--- src/rtl/i2c_single_byte_master_defines.svh ---
// assertion macros for the single-byte i2c master
`ifndef I2C_SINGLE_BYTE_MASTER_DEFINES_SVH
`define I2C_SINGLE_BYTE_MASTER_DEFINES_SVH

`ifndef SYNTH
`define I2CSBM_ASSERT(lbl, clk, rst_n, prop) \
	lbl: assert property (@(posedge clk) disable iff (!rst_n) (prop)) \
		else $error("i2csbm check failed");
`define I2CSBM_ASSERT_NEXT(lbl, clk, rst_n, ante, cons) \
	lbl: assert property (@(posedge clk) disable iff (!rst_n) (ante) |=> (cons)) \
		else $error("i2csbm check failed");
`else
`define I2CSBM_ASSERT(lbl, clk, rst_n, prop)
`define I2CSBM_ASSERT_NEXT(lbl, clk, rst_n, ante, cons)
`endif

`endif

--- src/rtl/i2csbm_pkg.sv ---
package i2csbm_pkg;

	localparam int unsigned ADDR_W = 3;

	localparam logic CFG_IDX_DELAY = 1'b0;

	localparam logic [15:0] DELAY_RESET = 16'd137;
	localparam logic [3:0] REC_LAST = 4'd10;

	localparam logic [1:0] ST_OK = 2'd0;
	localparam logic [1:0] ST_BUS_BUSY = 2'd1;
	localparam logic [1:0] ST_START_ERR = 2'd2;
	localparam logic [1:0] ST_NO_ACK = 2'd3;

	localparam logic [1:0] MODE_WRITE_DATA = 2'd0;

	localparam logic [1:0] BYTE_REG = 2'd1;
	localparam logic [1:0] BYTE_DATA = 2'd2;

	localparam logic [7:0] DEV_RD_SET = 8'h01;
	localparam logic [7:0] DEV_WR_MASK = 8'hFE;

	typedef struct packed {
		logic       cmd_valid;
		logic [1:0] mode;
		logic [7:0] dev_byte;
		logic [7:0] reg_addr;
		logic [7:0] wdata;
		logic       sda_in;
	} item_t;

	typedef struct packed {
		logic       scl_out;
		logic       sda_out;
		logic       busy_res;
		logic       done_res;
		logic [1:0] status;
		logic [7:0] rdata;
	} res_t;

endpackage

--- src/rtl/i2csbm_cfg.sv ---
module i2csbm_cfg (
	input  logic                              clk,
	input  logic                              arst_n,
	input  logic                              psel,
	input  logic                              penable,
	input  logic                              pwrite,
	input  logic [i2csbm_pkg::ADDR_W-1:0]     paddr,
	input  logic [31:0]                       pwdata,
	output logic [31:0]                       prdata,
	output logic                              pready,
	output logic [15:0]                       delay_ticks
);

	logic [15:0] delay_q;
	logic        sel_delay;

	assign sel_delay = (paddr[2] == i2csbm_pkg::CFG_IDX_DELAY);
	assign pready = 1'b1;
	assign delay_ticks = delay_q;
	assign prdata = sel_delay ? {16'd0, delay_q} : 32'd0;

	always_ff @(posedge clk or negedge arst_n) begin
		if (!arst_n) begin
			delay_q <= i2csbm_pkg::DELAY_RESET;
		end else if (psel && penable && pwrite && pready && sel_delay) begin
			delay_q <= pwdata[15:0];
		end
	end

endmodule

--- src/rtl/i2csbm_seq.sv ---
`include "i2c_single_byte_master_defines.svh"

module i2csbm_seq (
	input  logic                clk,
	input  logic                arst_n,
	input  logic                step_en,
	input  i2csbm_pkg::item_t   item,
	input  logic [15:0]         delay_ticks,
	output i2csbm_pkg::res_t    res
);

	typedef enum logic [4:0] {
		PH_IDLE,
		PH_ST_B,
		PH_ST_C,
		PH_REC,
		PH_TX_OPEN,
		PH_TX_BIT,
		PH_TX_HI,
		PH_TX_LO,
		PH_ACK_OPEN,
		PH_ACK_HI,
		PH_ACK_SMP,
		PH_AFTER_ACK,
		PH_RX_HI,
		PH_RX_SMP,
		PH_NACK_OPEN,
		PH_NACK_HI,
		PH_NACK_LO,
		PH_STOP_LOW,
		PH_STOP_HI,
		PH_STOP_REL,
		PH_STOP_END
	} phase_t;

	phase_t     phase_q, phase_d;
	logic [3:0] bit_q, bit_d;
	logic [7:0] shift_q, shift_d;
	logic [15:0] wait_q, wait_d;
	logic [1:0] mode_q, mode_d;
	logic [7:0] dev_q, dev_d;
	logic [7:0] regad_q, regad_d;
	logic [7:0] data_q, data_d;
	logic       scl_q, scl_d;
	logic       sda_q, sda_d;
	logic [3:0] rec_q, rec_d;
	logic [1:0] code_q, code_d;
	logic [1:0] byte_q, byte_d;
	logic       done;
	logic       rd;

	assign rd = mode_q[1];

	always_comb begin
		phase_d = phase_q;
		bit_d = bit_q;
		shift_d = shift_q;
		wait_d = wait_q;
		mode_d = mode_q;
		dev_d = dev_q;
		regad_d = regad_q;
		data_d = data_q;
		scl_d = scl_q;
		sda_d = sda_q;
		rec_d = rec_q;
		code_d = code_q;
		byte_d = byte_q;
		done = 1'b0;

		if (phase_q == PH_IDLE) begin
			if (item.cmd_valid) begin
				mode_d = item.mode;
				dev_d = item.dev_byte;
				regad_d = item.reg_addr;
				data_d = item.wdata;
				code_d = i2csbm_pkg::ST_OK;
				byte_d = 2'd0;
				bit_d = 4'd0;
				rec_d = 4'd0;
				scl_d = 1'b1;
				sda_d = 1'b1;
				wait_d = delay_ticks;
				phase_d = PH_ST_B;
			end
		end else if (wait_q != 16'd0) begin
			wait_d = wait_q - 16'd1;
		end else begin
			// each step below drives the lines and reloads the wait, but the finishing steps clear the wait and go idle
			wait_d = delay_ticks;
			case (phase_q)
				PH_ST_B: begin
					if (!item.sda_in) begin
						code_d = i2csbm_pkg::ST_BUS_BUSY;
						rec_d = 4'd1;
						scl_d = 1'b0;
						sda_d = 1'b1;
						phase_d = PH_REC;
					end else begin
						scl_d = 1'b1;
						sda_d = 1'b0;
						phase_d = PH_ST_C;
					end
				end
				PH_ST_C: begin
					if (item.sda_in) begin
						code_d = i2csbm_pkg::ST_START_ERR;
						rec_d = 4'd1;
						scl_d = 1'b0;
						sda_d = 1'b1;
						phase_d = PH_REC;
					end else begin
						shift_d = rd ? (dev_q | i2csbm_pkg::DEV_RD_SET)
						             : (dev_q & i2csbm_pkg::DEV_WR_MASK);
						scl_d = 1'b1;
						sda_d = 1'b0;
						phase_d = PH_TX_OPEN;
					end
				end
				PH_REC: begin
					if (rec_q >= i2csbm_pkg::REC_LAST) begin
						done = 1'b1;
						phase_d = PH_IDLE;
						wait_d = 16'd0;
					end else begin
						rec_d = rec_q + 4'd1;
						scl_d = ~rec_d[0];
						sda_d = 1'b1;
						phase_d = PH_REC;
					end
				end
				PH_TX_OPEN: begin
					bit_d = 4'd0;
					scl_d = 1'b0;
					phase_d = PH_TX_BIT;
				end
				PH_TX_BIT: begin
					scl_d = 1'b0;
					sda_d = shift_q[7];
					phase_d = PH_TX_HI;
				end
				PH_TX_HI: begin
					shift_d = {shift_q[6:0], 1'b0};
					scl_d = 1'b1;
					phase_d = PH_TX_LO;
				end
				PH_TX_LO: begin
					bit_d = bit_q + 4'd1;
					scl_d = 1'b0;
					phase_d = bit_d[3] ? PH_ACK_OPEN : PH_TX_BIT;
				end
				PH_ACK_OPEN: begin
					scl_d = 1'b0;
					sda_d = 1'b1;
					phase_d = PH_ACK_HI;
				end
				PH_ACK_HI: begin
					scl_d = 1'b1;
					sda_d = 1'b1;
					phase_d = PH_ACK_SMP;
				end
				PH_ACK_SMP: begin
					if (item.sda_in) begin
						code_d = i2csbm_pkg::ST_NO_ACK;
						scl_d = 1'b0;
						sda_d = 1'b0;
						phase_d = PH_STOP_HI;
					end else begin
						scl_d = 1'b0;
						sda_d = 1'b1;
						phase_d = PH_AFTER_ACK;
					end
				end
				PH_AFTER_ACK: begin
					byte_d = byte_q + 2'd1;
					scl_d = 1'b0;
					if (rd) begin
						shift_d = 8'd0;
						bit_d = 4'd0;
						sda_d = 1'b1;
						phase_d = PH_RX_HI;
					end else if (byte_d == i2csbm_pkg::BYTE_REG) begin
						shift_d = regad_q;
						bit_d = 4'd0;
						phase_d = PH_TX_BIT;
					end else if (byte_d == i2csbm_pkg::BYTE_DATA &&
					             mode_q == i2csbm_pkg::MODE_WRITE_DATA) begin
						shift_d = data_q;
						bit_d = 4'd0;
						phase_d = PH_TX_BIT;
					end else begin
						sda_d = 1'b0;
						phase_d = PH_STOP_HI;
					end
				end
				PH_RX_HI: begin
					scl_d = 1'b1;
					sda_d = 1'b1;
					phase_d = PH_RX_SMP;
				end
				PH_RX_SMP: begin
					shift_d = {shift_q[6:0], item.sda_in};
					bit_d = bit_q + 4'd1;
					scl_d = 1'b0;
					sda_d = 1'b1;
					phase_d = bit_d[3] ? PH_NACK_OPEN : PH_RX_HI;
				end
				PH_NACK_OPEN: begin
					scl_d = 1'b0;
					sda_d = 1'b1;
					phase_d = PH_NACK_HI;
				end
				PH_NACK_HI: begin
					scl_d = 1'b1;
					sda_d = 1'b1;
					phase_d = PH_NACK_LO;
				end
				PH_NACK_LO: begin
					scl_d = 1'b0;
					sda_d = 1'b1;
					phase_d = PH_STOP_LOW;
				end
				PH_STOP_LOW: begin
					scl_d = 1'b0;
					sda_d = 1'b0;
					phase_d = PH_STOP_HI;
				end
				PH_STOP_HI: begin
					scl_d = 1'b1;
					sda_d = 1'b0;
					phase_d = PH_STOP_REL;
				end
				PH_STOP_REL: begin
					scl_d = 1'b1;
					sda_d = 1'b1;
					phase_d = PH_STOP_END;
				end
				default: begin
					done = 1'b1;
					phase_d = PH_IDLE;
					wait_d = 16'd0;
				end
			endcase
		end
	end

	always_comb begin
		res.scl_out = scl_d;
		res.sda_out = sda_d;
		res.busy_res = (phase_d != PH_IDLE);
		res.done_res = done;
		res.status = done ? code_d : i2csbm_pkg::ST_OK;
		res.rdata = (done && code_d == i2csbm_pkg::ST_OK && rd) ? shift_d : 8'd0;
	end

	always_ff @(posedge clk or negedge arst_n) begin
		if (!arst_n) begin
			phase_q <= PH_IDLE;
			bit_q <= 4'd0;
			shift_q <= 8'd0;
			wait_q <= 16'd0;
			mode_q <= 2'd0;
			dev_q <= 8'd0;
			regad_q <= 8'd0;
			data_q <= 8'd0;
			scl_q <= 1'b1;
			sda_q <= 1'b1;
			rec_q <= 4'd0;
			code_q <= i2csbm_pkg::ST_OK;
			byte_q <= 2'd0;
		end else if (step_en) begin
			phase_q <= phase_d;
			bit_q <= bit_d;
			shift_q <= shift_d;
			wait_q <= wait_d;
			mode_q <= mode_d;
			dev_q <= dev_d;
			regad_q <= regad_d;
			data_q <= data_d;
			scl_q <= scl_d;
			sda_q <= sda_d;
			rec_q <= rec_d;
			code_q <= code_d;
			byte_q <= byte_d;
		end
	end

	`I2CSBM_ASSERT(a_idle_no_wait, clk, arst_n, phase_q != PH_IDLE || wait_q == 16'd0)
	`I2CSBM_ASSERT(a_rec_bound, clk, arst_n, rec_q <= i2csbm_pkg::REC_LAST)
	`I2CSBM_ASSERT(a_bit_bound, clk, arst_n, bit_q <= 4'd8)
	`I2CSBM_ASSERT_NEXT(a_done_idle, clk, arst_n, step_en && done, phase_q == PH_IDLE)

endmodule

--- src/rtl/i2csbm_out.sv ---
module i2csbm_out (
	input  logic               clk,
	input  logic               arst_n,
	input  logic               in_valid,
	output logic               in_stall,
	input  i2csbm_pkg::res_t   res_in,
	output logic               out_valid,
	input  logic               out_stall,
	output i2csbm_pkg::res_t   res_out,
	output logic               step_en
);

	logic             valid_q;
	i2csbm_pkg::res_t res_q;

	assign in_stall = valid_q && out_stall;
	assign step_en = in_valid && !in_stall;
	assign out_valid = valid_q;
	assign res_out = res_q;

	always_ff @(posedge clk or negedge arst_n) begin
		if (!arst_n) begin
			valid_q <= 1'b0;
		end else begin
			valid_q <= step_en || (valid_q && out_stall);
		end
	end

	always_ff @(posedge clk) begin
		if (step_en) begin
			res_q <= res_in;
		end
	end

endmodule

--- src/rtl/i2c_single_byte_master.sv ---
// a result is held in one output register and appears in the cycle after its request is taken
// throughput: one request per cycle while the output is not stalled, each request being one bus tick
// each taken request steps the sequencer, whose result ends in the result register
// reset: sequencer idle, its scl and sda registers released, delay_ticks back to 137
// no clearing pass after reset, requests are taken at once
module i2c_single_byte_master (
	input  logic                          clk,
	input  logic                          arst_n,
	input  logic                          in_valid,
	output logic                          in_stall,
	input  logic                          cmd_valid,
	input  logic [1:0]                    mode,
	input  logic [7:0]                    dev_byte,
	input  logic [7:0]                    reg_addr,
	input  logic [7:0]                    wdata,
	input  logic                          sda_in,
	output logic                          out_valid,
	input  logic                          out_stall,
	output logic                          scl_out,
	output logic                          sda_out,
	output logic                          busy_res,
	output logic                          done_res,
	output logic [1:0]                    status,
	output logic [7:0]                    rdata,
	input  logic                          psel,
	input  logic                          penable,
	input  logic                          pwrite,
	input  logic [i2csbm_pkg::ADDR_W-1:0] paddr,
	input  logic [31:0]                   pwdata,
	output logic [31:0]                   prdata,
	output logic                          pready
);

	logic              step_en;
	logic [15:0]       delay_ticks;
	i2csbm_pkg::item_t item;
	i2csbm_pkg::res_t  res_d;
	i2csbm_pkg::res_t  res_q;

	always_comb begin
		item.cmd_valid = cmd_valid;
		item.mode = mode;
		item.dev_byte = dev_byte;
		item.reg_addr = reg_addr;
		item.wdata = wdata;
		item.sda_in = sda_in;
	end

	i2csbm_cfg u_cfg (
		.clk         (clk),
		.arst_n      (arst_n),
		.psel        (psel),
		.penable     (penable),
		.pwrite      (pwrite),
		.paddr       (paddr),
		.pwdata      (pwdata),
		.prdata      (prdata),
		.pready      (pready),
		.delay_ticks (delay_ticks)
	);

	i2csbm_seq u_seq (
		.clk         (clk),
		.arst_n      (arst_n),
		.step_en     (step_en),
		.item        (item),
		.delay_ticks (delay_ticks),
		.res         (res_d)
	);

	i2csbm_out u_out (
		.clk       (clk),
		.arst_n    (arst_n),
		.in_valid  (in_valid),
		.in_stall  (in_stall),
		.res_in    (res_d),
		.out_valid (out_valid),
		.out_stall (out_stall),
		.res_out   (res_q),
		.step_en   (step_en)
	);

	assign scl_out = res_q.scl_out;
	assign sda_out = res_q.sda_out;
	assign busy_res = res_q.busy_res;
	assign done_res = res_q.done_res;
	assign status = res_q.status;
	assign rdata = res_q.rdata;

endmodule

--- config.mk ---
export PLATFORM = sky130hd
export DESIGN_NAME = i2c_single_byte_master
export DESIGN_NICKNAME = d
export VERILOG_FILES = /design/src/rtl/i2csbm_pkg.sv /design/src/rtl/i2csbm_cfg.sv /design/src/rtl/i2csbm_seq.sv /design/src/rtl/i2csbm_out.sv /design/src/rtl/i2c_single_byte_master.sv
export VERILOG_INCLUDE_DIRS = /design/src /design/src/rtl
export SDC_FILE = /design/constraint.sdc
export NUM_CORES = 1
export LEC_CHECK = 0
export BUFFER_PORTS_ARGS = -buffer_cell sky130_fd_sc_hd__buf_2
export CORE_UTILIZATION = 56
export CTS_CLUSTER_DIAMETER = 40
export DETAILED_ROUTE_END_ITERATION = 8
export PLACE_DENSITY_LB_ADDON = 0.1
export SYNTH_ARGS = -nofsm -noshare
export SYNTH_HDL_FRONTEND = slang
export SYNTH_SLANG_ARGS = --single-unit
--- constraint.sdc ---
create_clock -name clk -period 2.8 [get_ports clk]
set_clock_uncertainty 0.2 [all_clocks]
set_input_delay 0.28 -clock clk [delete_from_list [all_inputs] [get_ports clk]]
set_output_delay 0.28 -clock clk [all_outputs]
set_load 0.01 [all_outputs]
# Yosys cells after proc, flatten, opt, wreduce, memory -nomap -nowiden

Cells that the tools add are included.

Order comparisons: 1
Eq/ne operators: 27
Add/subtract/negate cells: 4
Reductions and logical operators: 30
Bitwise operators: 2
Mux-type cells: 70

Operators by type and width:

| operator                                               | count |
|---|---|
| one-hot mux 5 bit (19 select lines)                    | 1 |
| 2-to-1 mux 16 bit                                      | 5 |
| 2-to-1 mux 4 bit                                       | 12 |
| 2-to-1 mux 8 bit                                       | 6 |
| == test 5 x 4 -> 1 bit (second input constant)         | 8 |
| 2-to-1 mux 5 bit                                       | 7 |
| one-hot mux 16 bit (2 select lines)                    | 1 |
| one-hot mux 8 bit (4 select lines)                     | 1 |
| 2-to-1 mux 2 bit                                       | 12 |
| one-hot mux 4 bit (3 select lines)                     | 2 |
| == test 5 x 3 -> 1 bit (second input constant)         | 4 |
| == test 5 bit (second input constant)                  | 4 |
| 2-to-1 mux 1 bit                                       | 18 |
| OR reduction 18 bit                                    | 1 |
| nonzero test 16 bit                                    | 1 |
| subtractor 16 x 1 -> 16 bit (second input constant)    | 1 |
| == test 5 x 2 -> 1 bit (second input constant)         | 2 |
| OR reduction 10 bit                                    | 1 |
| inequality test 3 x 2 -> 1 bit (second input constant) | 3 |
| adder 4 x 1 -> 4 bit (second input constant)           | 2 |
| logical AND 1 bit                                      | 8 |
| nonzero test 4 bit                                     | 2 |
| OR reduction 8 bit                                     | 1 |
| one-hot mux 1 bit (7 select lines)                     | 1 |
| other kinds (26)                                       | 30 |

Output and inout port bits: 49
Bits of input ports: 70
Logic and storage cells: 155
Bits in registers: 100

# Logic depth before layout (Yosys ltp)

Depth after elaboration: 10
Gate-level depth with buffers: 9
Mapped depth without buffers: 8

# By module

A second synthesis with hierarchy kept.

Cell total of the unflattened synthesis: 601
Area total of the unflattened synthesis: 6,117.1 µm²

Modules (own cells, without submodules):

| module     | sequential area each (µm²) | instances | cells each | area an instance (µm²) |
|---|---|---|---|---|
| i2csbm_seq | 1,704.1                    | 1         | 513        | 4,743.3 |
| i2csbm_cfg | 404.1                      | 1         | 70         | 903.4 |
| i2csbm_out | 445.4                      | 1         | 18         | 470.5 |

# Worst setup path before layout

Ideal clock, no wire load.

Path kind: register to register
Start: register u_seq.wait_q[7]
End: register u_out.res_out[13] (netlist name)
Stages on the path, launching flop included: 6
Slack: 0.312 ns
Library setup time: 0.261 ns
Period minus slack after synthesis: 2.488 ns
Data arrival time: 2.027 ns
Path through: dfrtp_1 > or4_1 > nor4_1 > nand4_1 > nand2b_1 > o32a_1

RTL lines:

| element                | line              | source |
|---|---|---|
| from (decl)            | i2csbm_seq.sv:39  | `logic [15:0] wait_q, wait_d;` |
| from (signal assigned) | i2csbm_seq.sv:274 | `wait_q <= wait_d;` |

# Worst setup path after layout

Start: register u_seq.phase_q[2]
End: register u_out.res_out[8] (netlist name)

Longest elaborated chain between the ends: 5

RTL lines:

| element                                              | line              | source |
|---|---|---|
| from (decl)                                          | i2csbm_seq.sv:36  | `phase_t phase_q, phase_d;` |
| from (signal assigned)                               | i2csbm_seq.sv:271 | `phase_q <= phase_d;` |
| == test 5 x 1 -> 1 bit, or another cell as far along | i2csbm_seq.sv:90  | `case (phase_q)` |
| OR reduction 18 bit (no line)                        | n/a               |  |
| one-hot mux 1 bit (2 select lines)                   | i2csbm_seq.sv:90  |  |
| 2-to-1 mux 1 bit                                     | i2csbm_seq.sv:85  | `end else if (wait_q != 16'd0) begin` |
| 2-to-1 mux 1 bit                                     | i2csbm_seq.sv:70  | `if (phase_q == PH_IDLE) begin` |

Several ways; a longest one is shown, not always the timed one.
A chain may end at the register's enable or synchronous reset.

==> impl_metrics.csv <==
group,metric,value,unit
run_status,status,"finished, final reports clean",
placed_design,dpl_worst_slack,0.0361,ns
sta,hold_viol_final,0,
floorplanning,rows,37,
placed_design,dpl.cell_count,860,
setup_path,ff2ff_setup_slack,0.11,ns
sta,finalCritPeriodShare,96.0,%
synthesis,yosys_warnings,0,
placed_design,port_buffers,82,
synthesis,synthCells,612,
floorplanning,dieArea,0.0110,sq mm
finish,stdcell_count,921,
sta,slew_viol_final,0,
floorplanning,initial_utilization,57.4,%
power_and_ir_drop,p_leak,0.00338,uW
grt,grt_pass1_wl,27.9,mm
setup_path,crit_start,"u_seq.phase_q[2]$_DFFE_PN0P_",
synthesis,synth_top_flop_cell,"dfrtp_1",
sta,timing.hold.ws,0.163,ns
setup_path,arrival,2.76,ns
setup_path,cp_max_fo,8,
synthesis,synth_top_area_share,33.9,%
grt,grt_util_all_layers,32.6,%
setup_path,path_cells,"buf_4, or4_1, nor2_1, nor3_1, buf_4, a21oi_1, a31oi_1, nor3_1, buf_4",
setup_path,critPathKind,"reg2reg",
route,postRouteAntennaNets,0,
synthesis,synth_edf_count,14,
route,dr.pass1.iters,7,
cts,cts_sinks,99,
synthesis,synth-xor-area-share,0.297,%
finish,fill_cells,759,
route,drc,0,
synthesis,synth_compound_area_share,18.8,%
synthesis,synth_commonest_cells,"80 x dfrtp_1, 64 x nand2_1, 46 x o21ai_0",
route,vias_per_cell,5.99,
finish,multi_input_area,0.00313,sq mm
synthesis,synth-seq-area-share,43.3,%
setup_path,worstReg2RegStart,"u_seq.phase_q[2]$_DFFE_PN0P_",
cts,clk_path_buf_depth,2,
synthesis,async_flop_share,85.9,%
grt,antenna_found_initial,0,
synthesis,synthMuxAreaShare,10.3,%
setup_path,crit_family,"simple AND/OR/NAND/NOR gates",
sta,rsz0062_at_grt,"true",
finish,syn2layout_area_growth,26.7,%
floorplanning,core-area,0.0103,sq mm
finish,drive_above_1_share,29.8,%
route,drt_iter0_drc,382,
synthesis,synth_top_family_by_area,"simple AND/OR/NAND/NOR gates",
cts,root_buffer,"clkbuf_8",
sta,fin_ws,0.111,ns
setup_path,r2r_cells,9,
setup_path,r2r-end,"u_out.res_out[8]$_SDFFCE_PP0P_",
sta,setup_violations,0,
synthesis,yosysTopAreaCell,"dfrtp_1",
synthesis,post_synth_fa_ha_maj_area_fraction,1.27,%
placed_design,placedInstanceArea,0.00676,sq mm
finish,design_area,0.00748,sq mm
synthesis,synth.area.top_cells,"dfrtp_1 34%, mux2_2 8.4%, edfxtp_1 7.1%",
run,maxCapViolations,0,
synthesis,synthSimpleGateAreaFrac,20.6,%
placed_design,dp_hpwl,11.9,mm
cts,clk_pin_slew,0.10,ns
worst_hold_path,hold_class,"in2reg",
finish,nets,856,
placed_design,routabilityCongestion,0.967,
sta,fmax,0.372,GHz
power_and_ir_drop,ir_drop,0.451,mV
synthesis,synth_area,0.00590,sq mm
finish,diodes,0,
cts,cts_tree,"yes",
cts,cts_buffers,9,
route,routed_wl,17.0,mm
grt,gr-total-overflow,0,
setup_path,start_kind,"flop",
cts,insertion_delay,0.39,ns
cts,htreeDepth,3,
setup_path,required,2.87,ns
floorplanning,top_level_ports,119,
synthesis,ys_ff_latch,99,
grt,grt_pass1_vias,5516,
grt,grt_max_degree,47,
sta,max_slew.worst_pin.slew,0.944,ns
floorplanning,chipHeight,105,microns
worst_hold_path,hold_path_end,"u_out.res_out[12]$_DFFE_PP_",
setup_path,cp-end-kind,"flop",
worst_hold_path,hold_depth,3,
setup_path,crit_slowest_cell,"or4_1",
route,wl_per_cell,18.5,microns
setup_path,cp_common_cell,"buf_4",
floorplanning,die_w,105,microns
synthesis,postSynthAreaPerCell,9.64,sq um
synthesis,yosys.cell_count.top_type,"dfrtp_1",
route,num_vias,5514,
setup_path,critPathMaxStageDelay,0.60,ns
sta,min_period,2.69,ns
finish,register_area,0.00255,sq mm
worst_hold_path,hp-start,"cmd_valid",
sta,maxSlewHeadroom,36.7,%
power_and_ir_drop,power,3360,uW
setup_path,cp_num_buf_inv,3,
power_and_ir_drop,power.density,449,mW/mm^2
synthesis,yosysUniqueCellTypes,68,
==> routing by layer <==
metal  track usage (%)  vias up  routed length (microns)
met2              53.0      275                     8040
li1                  -     2579                        -
met5                 0        -                        0
met4              10.8        0                      342
met1              43.5     2631                     7320
met3              7.11       29                     1330
==> layout make-up <==
class | instances | share of cell area, %
clock inverter | 6 | 1.09
sequential | 99 | 34.1
timing repair buffer | 189 | 17.9
clock buffer | 10 | 1.99
tap | 136 | 2.28
multi-input combinational | 466 | 41.8
inverter | 15 | 0.753
==> placed cells by master, fill, tap and decap left out, types with 4 or more instances in the layout <==
master         netlist  final
dfrtp_1             80     80
nor4_1              10      9
mux2i_1             11     11
ha_1                 6      6
o21ai_0             46     46
o211ai_1             7      7
a222oi_1             5      5
a21o_1               9      9
conb_1               2     17
or2_2                4      4
mux2_2              44     44
or3_1                6      6
nor2_1              35     35
nand4_1              7      7
and2_1               5      5
dfstp_2              5      5
buf_2               11     81
a211oi_1             5      5
dlygate4sd3_1        0     44
a22o_1               4      4
nand2b_1            13     13
clkbuf_8             0      9
a221o_1              5      5
edfxtp_1            14     14
a31oi_1              7      7
buf_4               18     63
inv_1               14     14
nand2_1             64     64
nor3_1              12     11
a21oi_1             26     25
o22ai_1              5      5
nand3_1             17     17
and3_1               7      7
nor2b_1             26     24
a32oi_1              4      4
or4_1                5      5
o31ai_1              5      5
==> stage by stage <==
step / TNS [ns] / util (%)
final: 0 / 72.8
after global routing: -0.0186 / 72.8
after CTS: 0 / 72.3
after detailed placement: 0 / 65.8
after global placement: 0 / 65.8
after floorplan: 0 / -
==> report_power, final <==
| group | total [uW] | switching, uW | internal [uW] |
|---|---|---|---|
| clock | 1070 | 572 | 493 |
| sequential | 1670 | 107 | 1560 |
| combinational | 624 | 319 | 305 |
| total | 3360 | 999 | 2360 |
==> flip-flops by register name (all words and copies together) (netlist names) <==
register	cells
u_cfg.delay_ticks	16
u_seq.wait_q	16
u_out.res_out	14
u_seq.data_q	8
u_seq.regad_q	8
u_seq.shift_q	8
u_seq.dev_q	7
u_seq.phase_q	5
u_seq.bit_q	4
u_seq.rec_q	4
u_seq.byte_q	2
u_seq.code_q	2
u_seq.mode_q	2
u_out.out_valid	1
u_seq.scl_q	1
u_seq.sda_q	1
==> worst max path at each step <==
stage,end,slack (ns),cells past startpoint
after detailed placement,u_out.res_out[4]$_SDFFCE_PN0P_,0.04,8
after global routing,u_out.res_out[8]$_SDFFCE_PP0P_,-0.01,10
after floorplan,u_out.res_out[13]$_DFFE_PP_,0.31,5
after CTS,u_out.res_out[4]$_SDFFCE_PN0P_,0.003,8
final,u_out.res_out[8]$_SDFFCE_PP0P_,0.11,9
after global placement,u_out.res_out[4]$_SDFFCE_PN0P_,0.13,8
==> cell families after synthesis <==
| family | Yosys count |
|---|---|
| AND/OR/NAND/NOR | 226 |
| AO/OA/AOI/OAI | 160 |
| flip-flops | 99 |
| buffers and inverters | 62 |
| multiplexers | 55 |
| adder cells (fa/ha/maj) | 6 |
| other | 2 |
| XOR/XNOR | 2 |
==> worst min-delay path: cells and delay by family <==
| family | cells | cell delay (ns) |
|---|---|---|
| AOI/OAI and AO/OA | 1 | 0.13 |
| buffers and inverters | 1 | 0.16 |
| and+or+nand+nor | 1 | 0.07 |
==> repair_timing <==
action / in CTS / in global routing
hold endpoints to repair: 76 / 0
buffers inserted: 0 / 1
resized for setup: 0 / 8
hold buffers: 44 / 0
endpoints found under the setup margin: 0 / 12
Note: power is estimated with default switching activity, not from simulation.
